$ cat config.mk
export PLATFORM = sky130hd
export DESIGN_NAME = uart_tx_ring_queue_core_flat
export DESIGN_NICKNAME = d
export VERILOG_FILES = /design/src/sv/uartq_pkg.sv /design/src/sv/uartq_cmd_if.sv /design/src/sv/uartq_res_if.sv /design/src/sv/uartq_mem.sv /design/src/sv/uartq_ctrl.sv /design/src/sv/uart_tx_ring_queue_core.sv /design/src/flat_wrapper.sv
export VERILOG_INCLUDE_DIRS = /design/src /design/src/sv
export SDC_FILE = /design/constraint.sdc
export NUM_CORES = 1
export LEC_CHECK = 0
export ABC_AREA = 1
export ABC_CLOCK_PERIOD_IN_PS = 3650
export BUFFER_PORTS_ARGS = -buffer_cell sky130_fd_sc_hd__buf_2
export CORE_MARGIN = 8
export CORE_UTILIZATION = 50
export CTS_CLUSTER_DIAMETER = 50
export DETAILED_ROUTE_END_ITERATION = 10
export PLACE_DENSITY = 0.67
export SETUP_SLACK_MARGIN = 0.3
export SYNTH_ARGS = -nofsm -noshare
export SYNTH_HDL_FRONTEND = slang
export SYNTH_SLANG_ARGS = --single-unit
$ cat constraint.sdc
create_clock -name clk -period 3.65 [get_ports clk]
set_input_delay 0.365 -clock clk [delete_from_list [all_inputs] [get_ports clk]]
set_output_delay 0.365 -clock clk [all_outputs]
set_load 0.005 [all_outputs]
$ cat src/sv/uart_tx_ring_queue_core_macros.svh
// Assertion helpers shared by the transmit queue modules.
`ifndef UART_TX_RING_QUEUE_CORE_MACROS_SVH
`define UART_TX_RING_QUEUE_CORE_MACROS_SVH

// Consequent must hold in the same cycle as the antecedent.
`define UARTQ_ASSERT_NOW(label, clk, rst, ante, cons, msg) \
  label: assert property (@(posedge clk) disable iff (rst) (ante) |-> (cons)) else $error(msg);

// Consequent must hold in the cycle after the antecedent.
`define UARTQ_ASSERT_NEXT(label, clk, rst, ante, cons, msg) \
  label: assert property (@(posedge clk) disable iff (rst) (ante) |=> (cons)) else $error(msg);

`endif

$ cat src/sv/uartq_pkg.sv
`timescale 1ns / 1ps
package uartq_pkg;

  localparam int UARTQ_DEPTH = 16;
  localparam int DATA_W = 8;
  localparam int OP_W = 2;
  localparam int CNT_W = 8;

  localparam logic [OP_W-1:0] OP_PUSH = 2'd0;
  localparam logic [OP_W-1:0] OP_DONE = 2'd1;
  localparam logic [OP_W-1:0] OP_TICK = 2'd2;

  localparam logic [CNT_W-1:0] TIMEOUT_RESET = 8'd100;

  typedef struct packed {
    logic tx_valid;
    logic overflow;
    logic write_status;
    logic queue_empty;
    logic busy_res;
  } res_flags_t;

endpackage

$ cat src/sv/uartq_cmd_if.sv
`timescale 1ns / 1ps
interface uartq_cmd_if;
  import uartq_pkg::*;

  logic              valid;
  logic              ready;
  logic [OP_W-1:0]   operation;
  logic [DATA_W-1:0] data;
  logic              last_byte;

  modport source(output valid, operation, data, last_byte, input ready);
  modport sink(input valid, operation, data, last_byte, output ready);
endinterface

$ cat src/sv/uartq_res_if.sv
`timescale 1ns / 1ps
interface uartq_res_if;
  import uartq_pkg::*;

  logic              valid;
  logic              ready;
  logic              tx_valid;
  logic [DATA_W-1:0] tx_byte;
  logic              overflow;
  logic              write_status;
  logic              queue_empty;
  logic              busy_res;

  modport source(output valid, tx_valid, tx_byte, overflow, write_status, queue_empty,
                 busy_res, input ready);
  modport sink(input valid, tx_valid, tx_byte, overflow, write_status, queue_empty,
               busy_res, output ready);
endinterface

$ cat src/sv/uartq_mem.sv
`timescale 1ns / 1ps
module uartq_mem #(
  parameter int DEPTH = uartq_pkg::UARTQ_DEPTH
) (
  input  logic                             clk,
  input  logic                             we,
  input  logic [$clog2(DEPTH)-1:0]         waddr,
  input  logic [uartq_pkg::DATA_W-1:0]     wdata,
  input  logic                             re,
  input  logic [$clog2(DEPTH)-1:0]         raddr,
  output logic [uartq_pkg::DATA_W-1:0]     rdata
);
  import uartq_pkg::*;

  logic [DATA_W-1:0] mem [DEPTH];

  always_ff @(posedge clk) begin
    if (we) begin
      mem[waddr] <= wdata;
    end
  end

  // A read of the entry being written in the same cycle returns the new byte.
  always_ff @(posedge clk) begin
    if (re) begin
      if (we && (waddr == raddr)) begin
        rdata <= wdata;
      end else begin
        rdata <= mem[raddr];
      end
    end
  end

endmodule

$ cat src/sv/uartq_ctrl.sv
`timescale 1ns / 1ps
`include "uart_tx_ring_queue_core_macros.svh"
module uartq_ctrl #(
  parameter int DEPTH = uartq_pkg::UARTQ_DEPTH
) (
  input  logic                             clk,
  input  logic                             rst,
  input  logic                             accept,
  input  logic [uartq_pkg::OP_W-1:0]       operation,
  input  logic [uartq_pkg::DATA_W-1:0]     data,
  input  logic                             last_byte,
  input  logic                             cfg_we,
  input  logic [uartq_pkg::CNT_W-1:0]      cfg_data,
  output logic                             mem_we,
  output logic [$clog2(DEPTH)-1:0]         mem_waddr,
  output logic [uartq_pkg::DATA_W-1:0]     mem_wdata,
  output logic                             mem_re,
  output logic [$clog2(DEPTH)-1:0]         mem_raddr,
  output uartq_pkg::res_flags_t            flags
);
  import uartq_pkg::*;

  localparam int PW = $clog2(DEPTH);

  logic [PW-1:0]    head, head_next;
  logic [PW-1:0]    tail, tail_next;
  logic             busy, busy_next;
  logic             irq_en, irq_en_next;
  logic [CNT_W-1:0] stall, stall_next;
  logic             call_ovf, call_ovf_next;
  logic [CNT_W-1:0] timeout_limit;

  logic [PW-1:0]    h1;
  logic [PW-1:0]    tn;
  logic [PW-1:0]    hn;
  logic [CNT_W-1:0] stall_inc;
  logic             ovf;
  logic             ovf_seen;

  function automatic logic [PW-1:0] nxt(input logic [PW-1:0] p);
    return (p == PW'(DEPTH - 1)) ? '0 : p + PW'(1);
  endfunction

  always_comb begin
    head_next     = head;
    tail_next     = tail;
    busy_next     = busy;
    irq_en_next   = irq_en;
    stall_next    = stall;
    call_ovf_next = call_ovf;
    mem_we        = 1'b0;
    mem_waddr     = tail;
    mem_wdata     = data;
    mem_re        = 1'b0;
    mem_raddr     = nxt(head);
    flags         = '0;
    tn            = nxt(tail);
    hn            = nxt(head);
    ovf           = (head == tn);
    h1            = ovf ? hn : head;
    ovf_seen      = call_ovf | ovf;
    stall_inc     = stall + CNT_W'(1);

    case (operation)
      OP_PUSH: begin
        mem_we         = accept;
        tail_next      = tn;
        head_next      = h1;
        flags.overflow = ovf;
        if (!busy) begin
          busy_next      = 1'b1;
          head_next      = nxt(h1);
          irq_en_next    = 1'b1;
          flags.tx_valid = 1'b1;
          mem_re         = accept;
          mem_raddr      = nxt(h1);
        end
        flags.write_status = ovf_seen;
        call_ovf_next      = last_byte ? 1'b0 : ovf_seen;
      end
      OP_DONE: begin
        if (irq_en) begin
          stall_next = '0;
          if (tail == hn) begin
            irq_en_next = 1'b0;
            busy_next   = 1'b0;
          end else begin
            flags.tx_valid = 1'b1;
            mem_re         = accept;
            mem_raddr      = hn;
            head_next      = hn;
          end
        end
      end
      OP_TICK: begin
        if (busy) begin
          if (stall_inc > timeout_limit) begin
            stall_next = '0;
            busy_next  = 1'b0;
          end else begin
            stall_next = stall_inc;
          end
        end
      end
      default: begin
      end
    endcase

    flags.queue_empty = (nxt(head_next) == tail_next);
    flags.busy_res    = busy_next;
  end

  always_ff @(posedge clk) begin
    if (rst) begin
      head     <= '0;
      tail     <= PW'(1);
      busy     <= 1'b0;
      irq_en   <= 1'b0;
      stall    <= '0;
      call_ovf <= 1'b0;
    end else if (accept) begin
      head     <= head_next;
      tail     <= tail_next;
      busy     <= busy_next;
      irq_en   <= irq_en_next;
      stall    <= stall_next;
      call_ovf <= call_ovf_next;
    end
  end

  always_ff @(posedge clk) begin
    if (rst) begin
      timeout_limit <= TIMEOUT_RESET;
    end else if (cfg_we) begin
      timeout_limit <= cfg_data;
    end
  end

  `UARTQ_ASSERT_NOW(a_ptrs_apart, clk, rst, 1'b1, head != tail,
                    "Head and tail pointers coincide.")
  `UARTQ_ASSERT_NEXT(a_push_moves_tail, clk, rst, accept && (operation == OP_PUSH),
                     tail != $past(tail), "A push request did not advance the tail.")
  `UARTQ_ASSERT_NOW(a_busy_irq, clk, rst, busy && !irq_en, 1'b0,
                    "Transmitter is busy with its done interrupt disabled.")

endmodule

$ cat src/sv/uart_tx_ring_queue_core.sv
// An accepted request goes through the read stage to the output stage that presents it.
// Throughput: one request per cycle unless the output stalls; pointers, store write and
// store read all update at the accepting edge; the registered read feeds the output stage.
// Reset (rst, synchronous): pointers return to head 0 and tail 1, the transmitter is idle,
// the timeout limit returns to 100 and both pipeline stages empty; the store is not cleared.
`timescale 1ns / 1ps
`include "uart_tx_ring_queue_core_macros.svh"
module uart_tx_ring_queue_core #(
  parameter int DEPTH = uartq_pkg::UARTQ_DEPTH
) (
  input  logic                         clk,
  input  logic                         rst,
  uartq_cmd_if.sink                    cmd,
  uartq_res_if.source                  res,
  input  logic                         cfg_we,
  input  logic [uartq_pkg::CNT_W-1:0]  cfg_data
);
  import uartq_pkg::*;

  localparam int PW = $clog2(DEPTH);

  logic              accept;
  logic              mem_we;
  logic [PW-1:0]     mem_waddr;
  logic [DATA_W-1:0] mem_wdata;
  logic              mem_re;
  logic [PW-1:0]     mem_raddr;
  logic [DATA_W-1:0] mem_rdata;
  res_flags_t        flags;

  logic              s1_valid;
  res_flags_t        s1_flags;
  logic              s1_advance;

  logic              out_valid;
  res_flags_t        out_flags;
  logic [DATA_W-1:0] out_byte;

  assign s1_advance = s1_valid && (!out_valid || res.ready);
  assign cmd.ready  = !s1_valid || s1_advance;
  assign accept     = cmd.valid && cmd.ready;

  uartq_ctrl #(.DEPTH(DEPTH)) u_ctrl (
    .clk       (clk),
    .rst       (rst),
    .accept    (accept),
    .operation (cmd.operation),
    .data      (cmd.data),
    .last_byte (cmd.last_byte),
    .cfg_we    (cfg_we),
    .cfg_data  (cfg_data),
    .mem_we    (mem_we),
    .mem_waddr (mem_waddr),
    .mem_wdata (mem_wdata),
    .mem_re    (mem_re),
    .mem_raddr (mem_raddr),
    .flags     (flags)
  );

  uartq_mem #(.DEPTH(DEPTH)) u_mem (
    .clk   (clk),
    .we    (mem_we),
    .waddr (mem_waddr),
    .wdata (mem_wdata),
    .re    (mem_re),
    .raddr (mem_raddr),
    .rdata (mem_rdata)
  );

  always_ff @(posedge clk) begin
    if (rst) begin
      s1_valid <= 1'b0;
    end else if (accept) begin
      s1_valid <= 1'b1;
    end else if (s1_advance) begin
      s1_valid <= 1'b0;
    end
  end

  always_ff @(posedge clk) begin
    if (accept) begin
      s1_flags <= flags;
    end
  end

  always_ff @(posedge clk) begin
    if (rst) begin
      out_valid <= 1'b0;
    end else if (s1_advance) begin
      out_valid <= 1'b1;
    end else if (res.ready) begin
      out_valid <= 1'b0;
    end
  end

  always_ff @(posedge clk) begin
    if (s1_advance) begin
      out_flags <= s1_flags;
      out_byte  <= s1_flags.tx_valid ? mem_rdata : '0;
    end
  end

  assign res.valid        = out_valid;
  assign res.tx_valid     = out_flags.tx_valid;
  assign res.tx_byte      = out_byte;
  assign res.overflow     = out_flags.overflow;
  assign res.write_status = out_flags.write_status;
  assign res.queue_empty  = out_flags.queue_empty;
  assign res.busy_res     = out_flags.busy_res;

  `UARTQ_ASSERT_NEXT(a_accept_fills_s1, clk, rst, accept, s1_valid,
                     "An accepted request did not reach the read stage.")
  `UARTQ_ASSERT_NEXT(a_s1_holds, clk, rst, s1_valid && !s1_advance,
                     s1_valid && $stable(s1_flags), "A waiting request left the read stage.")
  `UARTQ_ASSERT_NOW(a_idle_byte_zero, clk, rst, out_valid && !out_flags.tx_valid,
                    out_byte == '0, "A result without a byte carries a non-zero byte.")

endmodule
$ cat src/flat_wrapper.sv
// flat-port wrapper written by rule: the top's interface ports become plain ports
module uart_tx_ring_queue_core_flat import uartq_pkg::*;
#(
  parameter int DEPTH = uartq_pkg::UARTQ_DEPTH
)
  (clk, rst, cfg_we, cfg_data, cmd_valid, cmd_operation, cmd_data, cmd_last_byte, cmd_ready, res_valid, res_tx_valid, res_tx_byte, res_overflow, res_write_status, res_queue_empty, res_busy_res, res_ready);
  uartq_cmd_if cmd_i ();
  uartq_res_if res_i ();
  input  logic clk;
  input  logic rst;
  input  logic cfg_we;
  input  logic [uartq_pkg::CNT_W-1:0] cfg_data;
  input wire logic [$bits(cmd_i.valid)-1:0] cmd_valid;
  input wire logic [$bits(cmd_i.operation)-1:0] cmd_operation;
  input wire logic [$bits(cmd_i.data)-1:0] cmd_data;
  input wire logic [$bits(cmd_i.last_byte)-1:0] cmd_last_byte;
  output wire logic [$bits(cmd_i.ready)-1:0] cmd_ready;
  output wire logic [$bits(res_i.valid)-1:0] res_valid;
  output wire logic [$bits(res_i.tx_valid)-1:0] res_tx_valid;
  output wire logic [$bits(res_i.tx_byte)-1:0] res_tx_byte;
  output wire logic [$bits(res_i.overflow)-1:0] res_overflow;
  output wire logic [$bits(res_i.write_status)-1:0] res_write_status;
  output wire logic [$bits(res_i.queue_empty)-1:0] res_queue_empty;
  output wire logic [$bits(res_i.busy_res)-1:0] res_busy_res;
  input wire logic [$bits(res_i.ready)-1:0] res_ready;
  assign cmd_i.valid = cmd_valid;
  assign cmd_i.operation = cmd_operation;
  assign cmd_i.data = cmd_data;
  assign cmd_i.last_byte = cmd_last_byte;
  assign cmd_ready = cmd_i.ready;
  assign res_valid = res_i.valid;
  assign res_tx_valid = res_i.tx_valid;
  assign res_tx_byte = res_i.tx_byte;
  assign res_overflow = res_i.overflow;
  assign res_write_status = res_i.write_status;
  assign res_queue_empty = res_i.queue_empty;
  assign res_busy_res = res_i.busy_res;
  assign res_i.ready = res_ready;
  uart_tx_ring_queue_core #(.DEPTH(DEPTH)) u_core (.clk(clk), .rst(rst), .cmd(cmd_i), .res(res_i), .cfg_we(cfg_we), .cfg_data(cfg_data));
endmodule
== Word-level counts from Yosys, hierarchy flattened ==
Memories as Yosys holds them, arrays and structs flattened. A register that Yosys moved wholly into a read port is not among the register bits.
Index checks and enable logic that the tools add are counted.
Operators by class
  muxes and demuxes: 39
  $lt $le $gt $ge: 1
  equality and inequality tests: 12
  bitwise operators: 1
  reduce and logical (&&, ||, !) cells: 14
  $add $sub $neg: 5
Operator list (count)
  2-to-1 mux 4 bit: 11
  2-to-1 mux 8 bit: 3
  2-to-1 mux 1 bit: 19
  adder 4 x 1 -> 4 bit (second input constant): 4
  == test 4 bit (second input constant): 4
  one-hot mux 8 bit (2 select lines): 1
  == test 4 bit: 3
  adder 8 x 1 -> 8 bit (second input constant): 1
  greater-than comparator 8 bit: 1
  one-hot mux 4 bit (2 select lines): 1
  nonzero test 2 bit: 4
  inequality test 2 bit (second input constant): 3
  one-hot mux 1 bit (2 select lines): 3
  AND reduction 4 bit: 1
  one-hot mux 1 bit (3 select lines): 1
  AND reduction 3 bit: 1
  == test 2 x 1 -> 1 bit (second input constant): 1
  == test 2 bit (second input constant): 1
  logical AND 1 bit: 2
  zero test 1 bit: 2
  zero test 2 bit: 1
  logical OR 1 bit: 2
  AND reduction 2 bit: 1
  OR 1 bit: 1
Word-level totals
  memories kept: 1
  register bits after elaboration: 47
  logic and storage cells: 93
  output and inout bits: 15
  bits in writable memories: 128
  input bits: 24
Memory list
  u_core.u_mem.mem: words 16, width 8, rd ports 1, clocked after Yosys merged registers in 1, write ports 1, RTL line uartq_mem.sv:15  | logic [DATA_W-1:0] mem [DEPTH];

== Longest topological paths before layout ==
Gate-level depths: netlist of the first run.
  depth in word-level cells: 11
  mapped depth: 24
  gate-level depth less buffers: 24

== By module ==
From an unflattened synthesis of the first run, not the netlist that was laid out.
Unflattened totals
  cells, all modules: 984
  area, all modules: 9001.1 µm²
By module, submodules not included
  uartq_mem: area an instance 6002.0 µm², sequential area each 4083.9 µm², cells an instance 585, times used 1
  uartq_ctrl: area an instance 2311.0 µm², sequential area each 540.5 µm², cells an instance 352, times used 1
  uart_tx_ring_queue_core: area an instance 688.2 µm², sequential area each 580.6 µm², cells an instance 47, times used 1

== Least setup slack after synthesis of the first run ==
No wires, ideal clock.
  path kind: register -> register
  from: register u_core.u_ctrl.tail[0], in the netlist u_core.u_ctrl.mem_waddr[0]
  to: register u_core.u_mem.rdata[0] in the netlist's numbering, read port of u_core.u_mem.mem, data pin
  buffers on the path: 0
  arrival: 2.887 ns
  stages on the path, launching flop included: 19
  period minus slack after synthesis: 3.140 ns
  slack: 0.510 ns
  data required time: 3.397 ns
  library setup time: 0.253 ns
  cells stage by stage: dfxtp_1 inv_1 ha_1 xnor2_1 nand3_2 nor2_8 nand2_4 nand2_2 nand2_1 ha_1 nand2_1 nand2_1 o21ai_0 a21oi_1 nand3_2 a21oi_4 nand3_4 nand2_1 nand2_1
Between the ends
  cells in the longest elaborated chain, start to end: 8
  elaborated cells on any way between the ends: 14
  classes of those cells: 2 x add/sub; 4 x eq/ne; 8 x mux
RTL lines
  start, declared: RTL line uartq_ctrl.sv:26  | logic [PW-1:0] tail, tail_next;
  start signal, assigned: RTL line uartq_ctrl.sv:123  | tail <= tail_next;
  adder 4 x 1 -> 4 bit / == test 4 bit (equally long branches): RTL line uartq_ctrl.sv:41  | return (p == PW'(DEPTH - 1)) ? '0 : p + PW'(1);
  2-to-1 mux 4 bit: RTL line uartq_ctrl.sv:41
  == test 4 bit: RTL line uartq_ctrl.sv:59  | ovf = (head == tn);
  2-to-1 mux 4 bit: RTL line uartq_ctrl.sv:60  | h1 = ovf ? hn : head;
  adder 4 x 1 -> 4 bit / == test 4 bit (equally long branches): RTL line uartq_ctrl.sv:41
  2-to-1 mux 4 bit: RTL line uartq_ctrl.sv:41
  2-to-1 mux 4 bit: RTL line uartq_ctrl.sv:70  | if (!busy) begin
  2-to-1 mux 4 bit
  end, declared: RTL line uartq_mem.sv:11  | output logic [uartq_pkg::DATA_W-1:0] rdata
Parallel ways exist; a longest one is shown, timed or not.
A chain may end at the register's enable or synchronous reset.

== Worst setup path in the final report of the first run ==
  from: register u_core.u_ctrl.tail[1], in the netlist u_core.u_ctrl.mem_waddr[1]
  to: register u_core.u_mem.rdata[3] in the netlist's numbering, read port of u_core.u_mem.mem, data pin
The elaborated chain is that of the path after synthesis.

==> results.cfg, run 1 <==
[job]
cap_violations = 0

[synthesis]
synthArstFlopShare_pct = 0
synth_edf_count = 154
synth_area_um2 = 8490
ys.flop_type = edfxtp_1
synth-simple-area-share_pct = 20.5
synth_warnings = 0
yosys.area.top_type_share_pct = 54.5
synth-compound-area-share_pct = 9.42
synth_top_area_cell = edfxtp_1
synth_top_family_by_area = simple AND/OR/NAND/NOR gates
post_synth.cell_area_avg_um2 = 9.88
seq_area_frac_synth_pct = 61.3
synth.most_common_cell = edfxtp_1
synthMuxAreaShare_pct = 0
synth.area.top_cells = edfxtp_1 (54%), dfxtp_1 (6.8%), nor2_1 (5.9%)
synth.distinct_cells = 40
synth_xor_area_share_pct = 0.929
yosys-top-cells-count = edfxtp_1 (154), nor2_1 (134), nand2_1 (124), o21ai_0 (90), nand3_1 (85)
synth_adder_area_share_pct = 2.36
synthCells = 859
synthesis.nets = 899
ys_ff_latch = 183

[worst_setup_path]
critPathLaunchType = flip-flop
critPathRequiredTime_ns = 3.83
worstPathArrival_ns = 3.34
crit_fanout = 16
worstSetupEndpointType = flip-flop
criticalPathCategory = flip-flop to flip-flop

[floorplan]
die_w_um = 146
die_area_um2 = 21400
die_h_um = 146
io_pins = 39
core_um2 = 16600
initial_core_util_pct = 51.2
row_count = 47

[drt]
via_count = 6129
first_pass_iters = 5
routed_wl_mm = 19.4
drc = 0
ant_nets = 0
post_drt_wl_per_cell_um = 16.9
viasPerCell = 5.36
drt_iter0_markers = 790

[power]
p_per_area_nw_per_um2 = 514
irDropWorstVdd_v = 0.000344
leakage_nw = 3.82

[timing]
setup_tns_ns = 0
fmax_ghz = 0.317
hold_ws_ns = 0.150
slew_headroom_pct = 43.1
fin_ws_ns = 0.492
timing.final.crit_share_pct = 86.5
finalMaxSlewViolations = 0
fin_worst_skew_ns = 0.0104
rsz0062_at_grt = no
hold_viol_final = 0
period_minus_slack_ns = 3.16
setup_viol = 0
worst_pin_slew_ns = 0.850

[clocking]
cts_tree = yes
cts_buffer_depth = 2
clkTransAtPathRegs_ns = 0.07
htreeDepth = 4
cts_root_buffer = clkbuf_16
cts_buffers = 17
cts_hold_buffers = 0
clock-sinks = 183
clk_latency_ns = 0.43

[placement]
place_inst = 1105
io_buffers = 38
dp_slack_ns = 0.247
dpl.hpwl_mm = 12.6
postPlaceCellArea_um2 = 8960
gp_congestion = 0.913

[outcome]
status = complete, no violations

[grt]
grt_pass1_vias = 5640
grt_pass1_wl_mm = 30.6
grt_use_total_pct = 18.2
globalRouteOverflowTotal = 0
grt_start_max_net_pins = 82
antenna_found_initial = 0

[final_layout]
fin_area_um2 = 9710
n_antenna_cell = 0
fin_cells = 1144
drive_gt1_share_pct = 15.8
syn2layout_area_growth_pct = 14.4
layout.nets = 951

[worst_hold_path]
min_path_type = primary input to flip-flop
critical path, cell delays in order (launching register included):
cell and delay [ns]:
dfxtp_4 0.39, inv_2 0.08, ha_4 0.29, xnor2_2 0.11, nand3_2 0.13, nor2_8 0.19, nand2_4 0.08, nand2_1 0.08
nand2_2 0.08, ha_1 0.30, nand2_2 0.06, nand2_2 0.15, buf_6 0.21, a21oi_1 0.06, o21ai_0 0.17, nand3_1 0.16
nand3_1 0.19, nand2_1 0.08, nand2_1 0.06, nand2_1 0.05
stage by stage:
step                      utilization, %  power [mW]
after floorplan                        -        2.88
after global placement              54.0        3.10
after detailed placement            54.0        3.11
after CTS                           57.7        4.96
after global routing                58.6        5.19
final                               58.6        5.00
logic make-up (layout without fill, tap and decap cells):
family / count (synthesis) / in the layout
AO/OA/AOI/OAI: 150 / 150
XOR/XNOR: 9 / 9
adder cells (fa/ha/maj): 16 / 16
buffers and inverters: 112 / 177
flip-flops: 183 / 183
AND/OR/NAND/NOR: 389 / 389
metal layers:
layer	up-vias	GRT usage, %	routed length [µm]
met4	0	6.75	381
met3	30	3.55	1180
met2	193	27.8	8960
met1	2856	25.3	8870
li1	3050	-	-
met5	-	0	0
cell type report:
type | count | area, µm²
Sequential cell | 183 | 5220
Multi-Input combinational cell | 564 | 2870
Tap cell | 220 | 275
Timing Repair Buffer | 62 | 420
Clock inverter | 15 | 184
Fill cell | 1414 | 6870
Clock buffer | 17 | 425
Inverter | 83 | 320
worst paths after layout:
check,from,to,slack [ns],depth (start not counted)
worst min register to register,u_core.s1_flags[1],u_core.res.queue_empty,0.42,0
worst max register to register,u_core.u_ctrl.mem_waddr[1],u_core.u_mem.rdata[3],0.49,19
worst min-delay path,cfg_data[6],u_core.u_ctrl.timeout_limit[6],0.15,3
worst max-delay path,u_core.u_ctrl.mem_waddr[1],u_core.u_mem.rdata[3],0.49,19
flip-flops by register name (all words and copies together) (netlist names), 4 cells and up:
signal                       cells
u_core.u_ctrl.timeout_limit      8
u_core.s1_flags                  5
u_core.u_ctrl.mem_waddr          4
u_core.u_ctrl.stall              8
u_core.res.tx_byte               8
u_core.u_ctrl.head               4
u_core.u_mem.mem               128
u_core.u_mem.rdata               8
report_power, final:
part	internal, mW	total [mW]	switching [mW]
Sequential	2.31	2.34	0.0283
Clock	1.04	1.88	0.839
Combinational	0.259	0.776	0.518
Total	3.61	5.00	1.38
layout by cell type, fill, tap and decap left out, types with 5 or more instances in the layout:
cell and instances:
clkbuf_16 18, a21oi_1 49, buf_4 19, edfxtp_1 154
buf_2 38, nand3_2 6, inv_1 70, dfxtp_1 22
inv_2 7, dfxtp_2 5, nand2_1 121, nor2_1 133
nand3_1 84, ha_1 14, nand2_2 11, nor3_1 5
nand4_1 12, o21ai_0 90
timing repair:
item | 4_1_cts | 5_1_grt
buffers inserted | 0 | 6
gates cloned | 0 | 1
pin swaps | 0 | 5
gates resized for setup | 2 | 23
setup endpoints to repair | 8 | 9
No activity file was read; power rests on OpenSTA's default activity.
==> run 2, diff against run 1 <==
Settings changed: SYNTH_HIERARCHICAL set to 1.
==> run 2 against run 1 <==
  * Worst setup slack got worse by 0.045 ns
  * Global-route usage decreased by 0.25 points
  * Fmax decreased by 1.4%
  * First-iteration DRC count decreased by 41%
  * Die area increased by 5.4%
  * Highest routed layer unchanged
  * Synthesized cell count increased by 15%
  * Sequential share of layout area decreased by 1.8 points
==> results.cfg, run 2 <==
[final_layout]
layout_commonest_cell = nand2_1
largest_register = u_core/u_mem/mem
n_fill_cell = 1590
syn2layout_area_growth_pct = 11.5
n_antenna_cell = 0
mostFrequentLayoutCells = nand2_1 (267), inv_1 (158), edfxtp_1 (154)
fin_cells = 1261
largest_reg_flops = 128
drive_gt1_share_pct = 13.8
layout.nets = 1057

[worst_setup_path]
r2r_slack_ns = 0.45
cp_common_cell = nand3_1
critPathLaunchType = flip-flop
r2r.worst_path.cells = 19
criticalPathCategory = flip-flop to flip-flop
crit_slowest_cell = dfxtp_1
crit_path_max_incr_delay_ns = 0.56
crit_chain = inv_2 > nand3_1 > nand3_4 > nor2_8 > nand3_1 > nand2_2 > ha_1 > nand3_1 > nand2_1 > o21ai_4 > inv_4 > buf_12 > nand2_1 > nand3_1 > nand3_1 > nand3_1 > nand2_1 > nand2_1 > nand2_1
crit_fanout = 32
critPathRequiredTime_ns = 3.82
rr_endpoint = u_core/u_mem/rdata[3]
reg2reg_from = u_core/u_ctrl/head[2]
worstSetupEndpointType = flip-flop
worstPathArrival_ns = 3.37

[worst_hold_path]
min_path_type = primary input to flip-flop
min_from = cfg_data[6]
whs_endpoint = u_core/u_ctrl/timeout_limit[6]
min_path_cells = 3

[drt]
ant_nets = 0
routed_wl_mm = 20.2
drc = 0
drt_iter0_markers = 469
viasPerCell = 5.22
via_count = 6577
post_drt_wl_per_cell_um = 16.0
first_pass_iters = 5

[clocking]
clkTransAtPathRegs_ns = 0.07
clk_latency_ns = 0.42
cts_hold_buffers = 0
cts_buffers = 17
cts_tree = yes
cts_buffer_depth = 2
clock-sinks = 183
htreeDepth = 4
cts_root_buffer = clkbuf_16

[timing]
timing.final.crit_share_pct = 87.8
setup_tns_ns = 0
rsz0062_at_grt = no
setup_viol = 0
fmax_ghz = 0.312
period_minus_slack_ns = 3.20
hold_ws_ns = 0.162
finalMaxSlewViolations = 0
slew_headroom_pct = 22.6
hold_viol_final = 0
fin_worst_skew_ns = 0.00671
worst_pin_slew_ns = 1.16

[synthesis]
synth.most_common_cell = nand2_1
synthCells = 984
ys.flop_type = edfxtp_1
seq_area_frac_synth_pct = 57.8
synth.area.top_cells = edfxtp_1 (51%), nand2_1 (11%), nand3_1 (7.5%)
post_synth.cell_area_avg_um2 = 9.15
synth_warnings = 6
synth_edf_count = 154
ys_ff_latch = 183
yosys-top-cells-count = nand2_1 (267), inv_1 (158), edfxtp_1 (154), nand3_1 (134), nor2_1 (41)
synthArstFlopShare_pct = 0
synth_top_area_cell = edfxtp_1
synth.distinct_cells = 38
synth_area_um2 = 9000
synthesis.nets = 1021
yosys.area.top_type_share_pct = 51.4

[placement]
place_inst = 1225
io_buffers = 38
gp_congestion = 0.946
dpl.hpwl_mm = 13.2

[grt]
globalRouteOverflowTotal = 0
antenna_found_initial = 0
grt_use_total_pct = 18.0
grt_pass1_wl_mm = 31.2
grt_start_max_net_pins = 65
grt_pass1_vias = 6074

[power]
p_comb_share_pct = 15.8
intPower_mw = 3.56
clockPowerShare_pct = 36.0
p_total_mw = 4.86
sw_frac_of_total_pct = 26.7
irDropWorstVdd_v = 0.000323
power.switching_mw = 1.30
leakage_nw = 4.42
seq_power_share_pct = 48.2
p_per_area_nw_per_um2 = 484

[floorplan]
die_h_um = 150
initial_core_util_pct = 50.5
io_pins = 39
row_count = 49
core_um2 = 17800
die_area_um2 = 22600
die_w_um = 150

[outcome]
status = complete, no violations

[job]
cap_violations = 0
-- run 2: per-layer routing --
metal	global-route usage (%)	wire length, µm	up-vias	share of wire [%]
li1	-	-	3268	-
met1	23.3	8990	3090	45
met2	29.9	9780	204	48
met3	3.64	1160	15	5.7
met4	5.25	243	0	1.2
met5	0	0	-	0
-- run 2: cell families after synthesis --
| kind of cell | count (synthesis) | synth area share [%] |
|---|---|---|
| AOI/OAI and AO/OA | 71 | 4.39 |
| xor gates and xnor gates | 9 | 0.876 |
| adders and majority gates | 13 | 1.81 |
| buffers and inverters | 208 | 9.74 |
| DFF | 183 | 57.8 |
| muxes | 1 | 0.111 |
| and+or+nand+nor | 499 | 25.2 |
-- run 2: worst max-delay path: cells and delay by family, from the launching register on --
kind,cells,cell delay (ns)
AO/OA/AOI/OAI,1,0.13
flip-flops,1,0.56
AND/OR/NAND/NOR,14,1.60
adder cells (fa/ha/maj),1,0.20
buffers and inverters,3,0.44
-- run 2: power by group through the flow --
stage / combinational [mW] / clock (mW) / sequential, mW
4_1_cts: 0.730 / 1.78 / 2.34
3_3_place_gp: 0.718 / 0 / 2.39
6_report: 0.766 / 1.75 / 2.34
3_5_place_dp: 0.727 / 0 / 2.39
5_1_grt: 0.851 / 1.87 / 2.35
2_1_floorplan: 0.529 / 0 / 2.38
-- run 2: what timing repair did --
action                                  in CTS  in global routing
setup buffers                                0                  3
resized for setup                            0                  8
endpoints found under the setup margin       0                  9
-- run 2: layout make-up --
| type | instances | area, µm² | share of cell area (%) |
|---|---|---|---|
| clock buffer | 17 | 425 | 4.24 |
| clock inverter | 14 | 135 | 1.35 |
| inverter | 168 | 636 | 6.34 |
| multi-input combinational | 593 | 2960 | 29.5 |
| sequential | 183 | 5210 | 51.9 |
| tap | 229 | 287 | 2.86 |
| timing repair buffer | 57 | 383 | 3.82 |
-- run 2: how the worst max path moves through the flow --
stage | startpoint | endpoint | slack (ns)
floorplan | u_core/u_ctrl/mem_waddr[1] | u_core/u_mem/rdata[0] | 0.53
global placement | u_core/u_ctrl/mem_waddr[0] | u_core/u_mem/rdata[3] | 0.52
detailed placement | u_core/u_ctrl/mem_waddr[0] | u_core/u_mem/rdata[3] | 0.45
CTS | u_core/u_ctrl/mem_waddr[0] | u_core/u_mem/rdata[3] | 0.43
global route | u_core/u_ctrl/head[1] | u_core/u_mem/rdata[2] | 0.28
finish | u_core/u_ctrl/head[2] | u_core/u_mem/rdata[3] | 0.45
-- run 2: metrics by stage --
| stage | setup WS [ns] | util [%] | instance area (µm²) |
|---|---|---|---|
| floorplan | 0.526 | - | 9000 |
| global placement | 0.518 | 52.6 | 9380 |
| detailed placement | 0.450 | 52.6 | 9380 |
| CTS | 0.433 | 55.7 | 9940 |
| global route | 0.276 | 56.2 | 10000 |
| finish | 0.447 | 56.2 | 10000 |
==> run 3, diff against run 2 <==
--- a/config.mk
+++ b/config.mk
@@ -8,5 +8,5 @@
 export LEC_CHECK = 0
 export ABC_AREA = 1
-export ABC_CLOCK_PERIOD_IN_PS = 3650
+export ABC_CLOCK_PERIOD_IN_PS = 3620
 export BUFFER_PORTS_ARGS = -buffer_cell sky130_fd_sc_hd__buf_2
 export CORE_MARGIN = 8
==> constraint.sdc (replaced) <==
create_clock -name clk -period 3.62 [get_ports clk]
set_input_delay 0.724 -clock clk [delete_from_list [all_inputs] [get_ports clk]]
set_output_delay 0.724 -clock clk [all_outputs]
set_load 0.005 [all_outputs]
==> run 3 against run 2 <==
  * Sequential power about the same
  * Worst setup slack improved by 0.076 ns
  * Core utilization increased by 0.76 points
  * Register-to-register slack improved by 0.08 ns
  * Count of clock-buffer cells in the layout increased by 2
  * Clock power about the same
  * Cell count increased by 1.3%
  * Critical path type unchanged
  * Highest routed layer unchanged
==> results.cfg, run 3 (synthesized netlist as in run 2, its figures left out) <==
[outcome]
status = complete, no violations

[job]
cap_violations = 0

[final_layout]
fin_cells = 1277
syn2layout_area_growth_pct = 13.0
largest_reg_flops = 128
n_antenna_cell = 0
drive_gt1_share_pct = 15.6
layout_commonest_cell = nand2_1
layout.nets = 1073
mostFrequentLayoutCells = nand2_1 (266), inv_1 (158), edfxtp_1 (154)
n_fill_cell = 1585
fin_area_um2 = 10200
post-route-util_pct = 57.0
largest_register = u_core/u_mem/mem

[worst_setup_path]
reg2reg_from = u_core/u_ctrl/mem_waddr[0]
critPathLaunchType = flip-flop
critical_path.endpoint = u_core/u_mem/rdata[0]
criticalPathCategory = flip-flop to flip-flop
crit_fanout = 9
r2r.worst_path.cells = 19
worstSetupEndpointType = flip-flop
cp-startpoint = u_core/u_ctrl/mem_waddr[0]
critPathRequiredTime_ns = 3.79
rr_endpoint = u_core/u_mem/rdata[0]
worstPathArrival_ns = 3.27
r2r_slack_ns = 0.52

[timing]
period_minus_slack_ns = 3.10
setup_viol = 0
hold_ws_ns = 0.425
finalMaxSlewViolations = 0
timing.final.crit_share_pct = 85.6
slew_headroom_pct = 43.2
fmax_ghz = 0.323
worst_pin_slew_ns = 0.850
hold_viol_final = 0
fin_worst_skew_ns = 0.00591
rsz0062_at_grt = no
setup_tns_ns = 0

[clocking]
cts_buffer_depth = 2
cts_tree = yes
cts_hold_buffers = 0
cts_root_buffer = clkbuf_16
cts_buffers = 17
clock-sinks = 183
clkTransAtPathRegs_ns = 0.06
htreeDepth = 4
clk_latency_ns = 0.42

[grt]
grt_use_total_pct = 19.1
grt_start_max_net_pins = 65
globalRouteOverflowTotal = 0
grt_pass1_vias = 6349
antenna_found_initial = 0
grt_pass1_wl_mm = 33.2

[drt]
ant_nets = 0
viasPerCell = 5.22
drt_iter0_markers = 609
first_pass_iters = 6
via_count = 6667
routed_wl_mm = 21.2
drc = 0
post_drt_wl_per_cell_um = 16.6

[placement]
postPlaceCellArea_um2 = 9450
gp_congestion = 0.928
place_inst = 1234
io_buffers = 38
dpl.hpwl_mm = 13.7

[floorplan]
initial_core_util_pct = 50.5
io_pins = 39
die_area_um2 = 22600
die_w_um = 150
core_um2 = 17800
die_h_um = 150
row_count = 49

[power]
leakage_nw = 4.51
irDropWorstVdd_v = 0.000349
p_per_area_nw_per_um2 = 485

[worst_hold_path]
min_path_cells = 0
min_path_type = flip-flop to flip-flop
[run 3: worst min path at each step]
stage | start | endpoint | slack [ns]
final | u_core/s1_flags[3] | u_core/res.overflow | 0.42
after global routing | u_core/s1_flags[3] | u_core/res.overflow | 0.42
after CTS | u_core/s1_flags[3] | u_core/res.overflow | 0.42
after detailed placement | u_core/s1_flags[3] | u_core/res.overflow | 0.41
after global placement | u_core/s1_flags[3] | u_core/res.overflow | 0.40
after floorplan | u_core/s1_flags[0] | u_core/res.busy_res | 0.40
[run 3: critical path, cell delays in order (launching register included)]
cell,delay [ns]
dfxtp_2,0.34
ha_4,0.26
xnor2_2,0.19
nand3_4,0.12
nor2_8,0.16
nand2_4,0.10
nand2_1,0.08
nand2_2,0.07
ha_1,0.23
nand2_2,0.08
nand2_1,0.05
nand2_1,0.06
nand3_1,0.12
o21ai_0,0.20
buf_4,0.19
o22ai_1,0.09
inv_2,0.18
nand3_4,0.14
nand2_1,0.12
nand2_1,0.06
[run 3: through the flow]
stage,setup WS [ns],total power [mW]
floorplan,0.496,2.93
global placement,0.354,3.14
detailed placement,0.295,3.15
CTS,0.338,4.91
global route,0.324,5.12
finish,0.522,4.93
[run 3: repair_timing]
action,CTS,global route
hold endpoints to repair,0,0
pin swaps,0,1
endpoints found under the setup margin,2,9
gates cloned,0,2
resized for setup,0,15
buffers inserted,4,6
[run 3: report_power, final]
| part | switching [mW] | leakage [nW] | total (mW) | internal (mW) |
|---|---|---|---|---|
| registers | 0.0277 | 1.64 | 2.36 | 2.34 |
| logic | 0.535 | 2.60 | 0.795 | 0.259 |
| clock network | 0.762 | 0.271 | 1.77 | 1.01 |
| total | 1.32 | 4.51 | 4.93 | 3.61 |
[run 3: final cells by class]
cell class	count	area (µm²)	share of cell area, %
Clock buffer	19	433	4.26
Clock inverter	12	129	1.27
Inverter	168	636	6.25
Multi-Input combinational cell	593	2970	29.2
Sequential cell	183	5210	51.2
Tap cell	229	287	2.82
Timing Repair Buffer	73	507	4.98
[run 3: per-layer routing]
metal,vias up,track usage (%),wire [µm]
met5,-,0,0
met4,0,6.80,326
met3,23,3.40,1330
met2,216,31.5,10300
met1,3130,25.0,9220
li1,3298,-,-
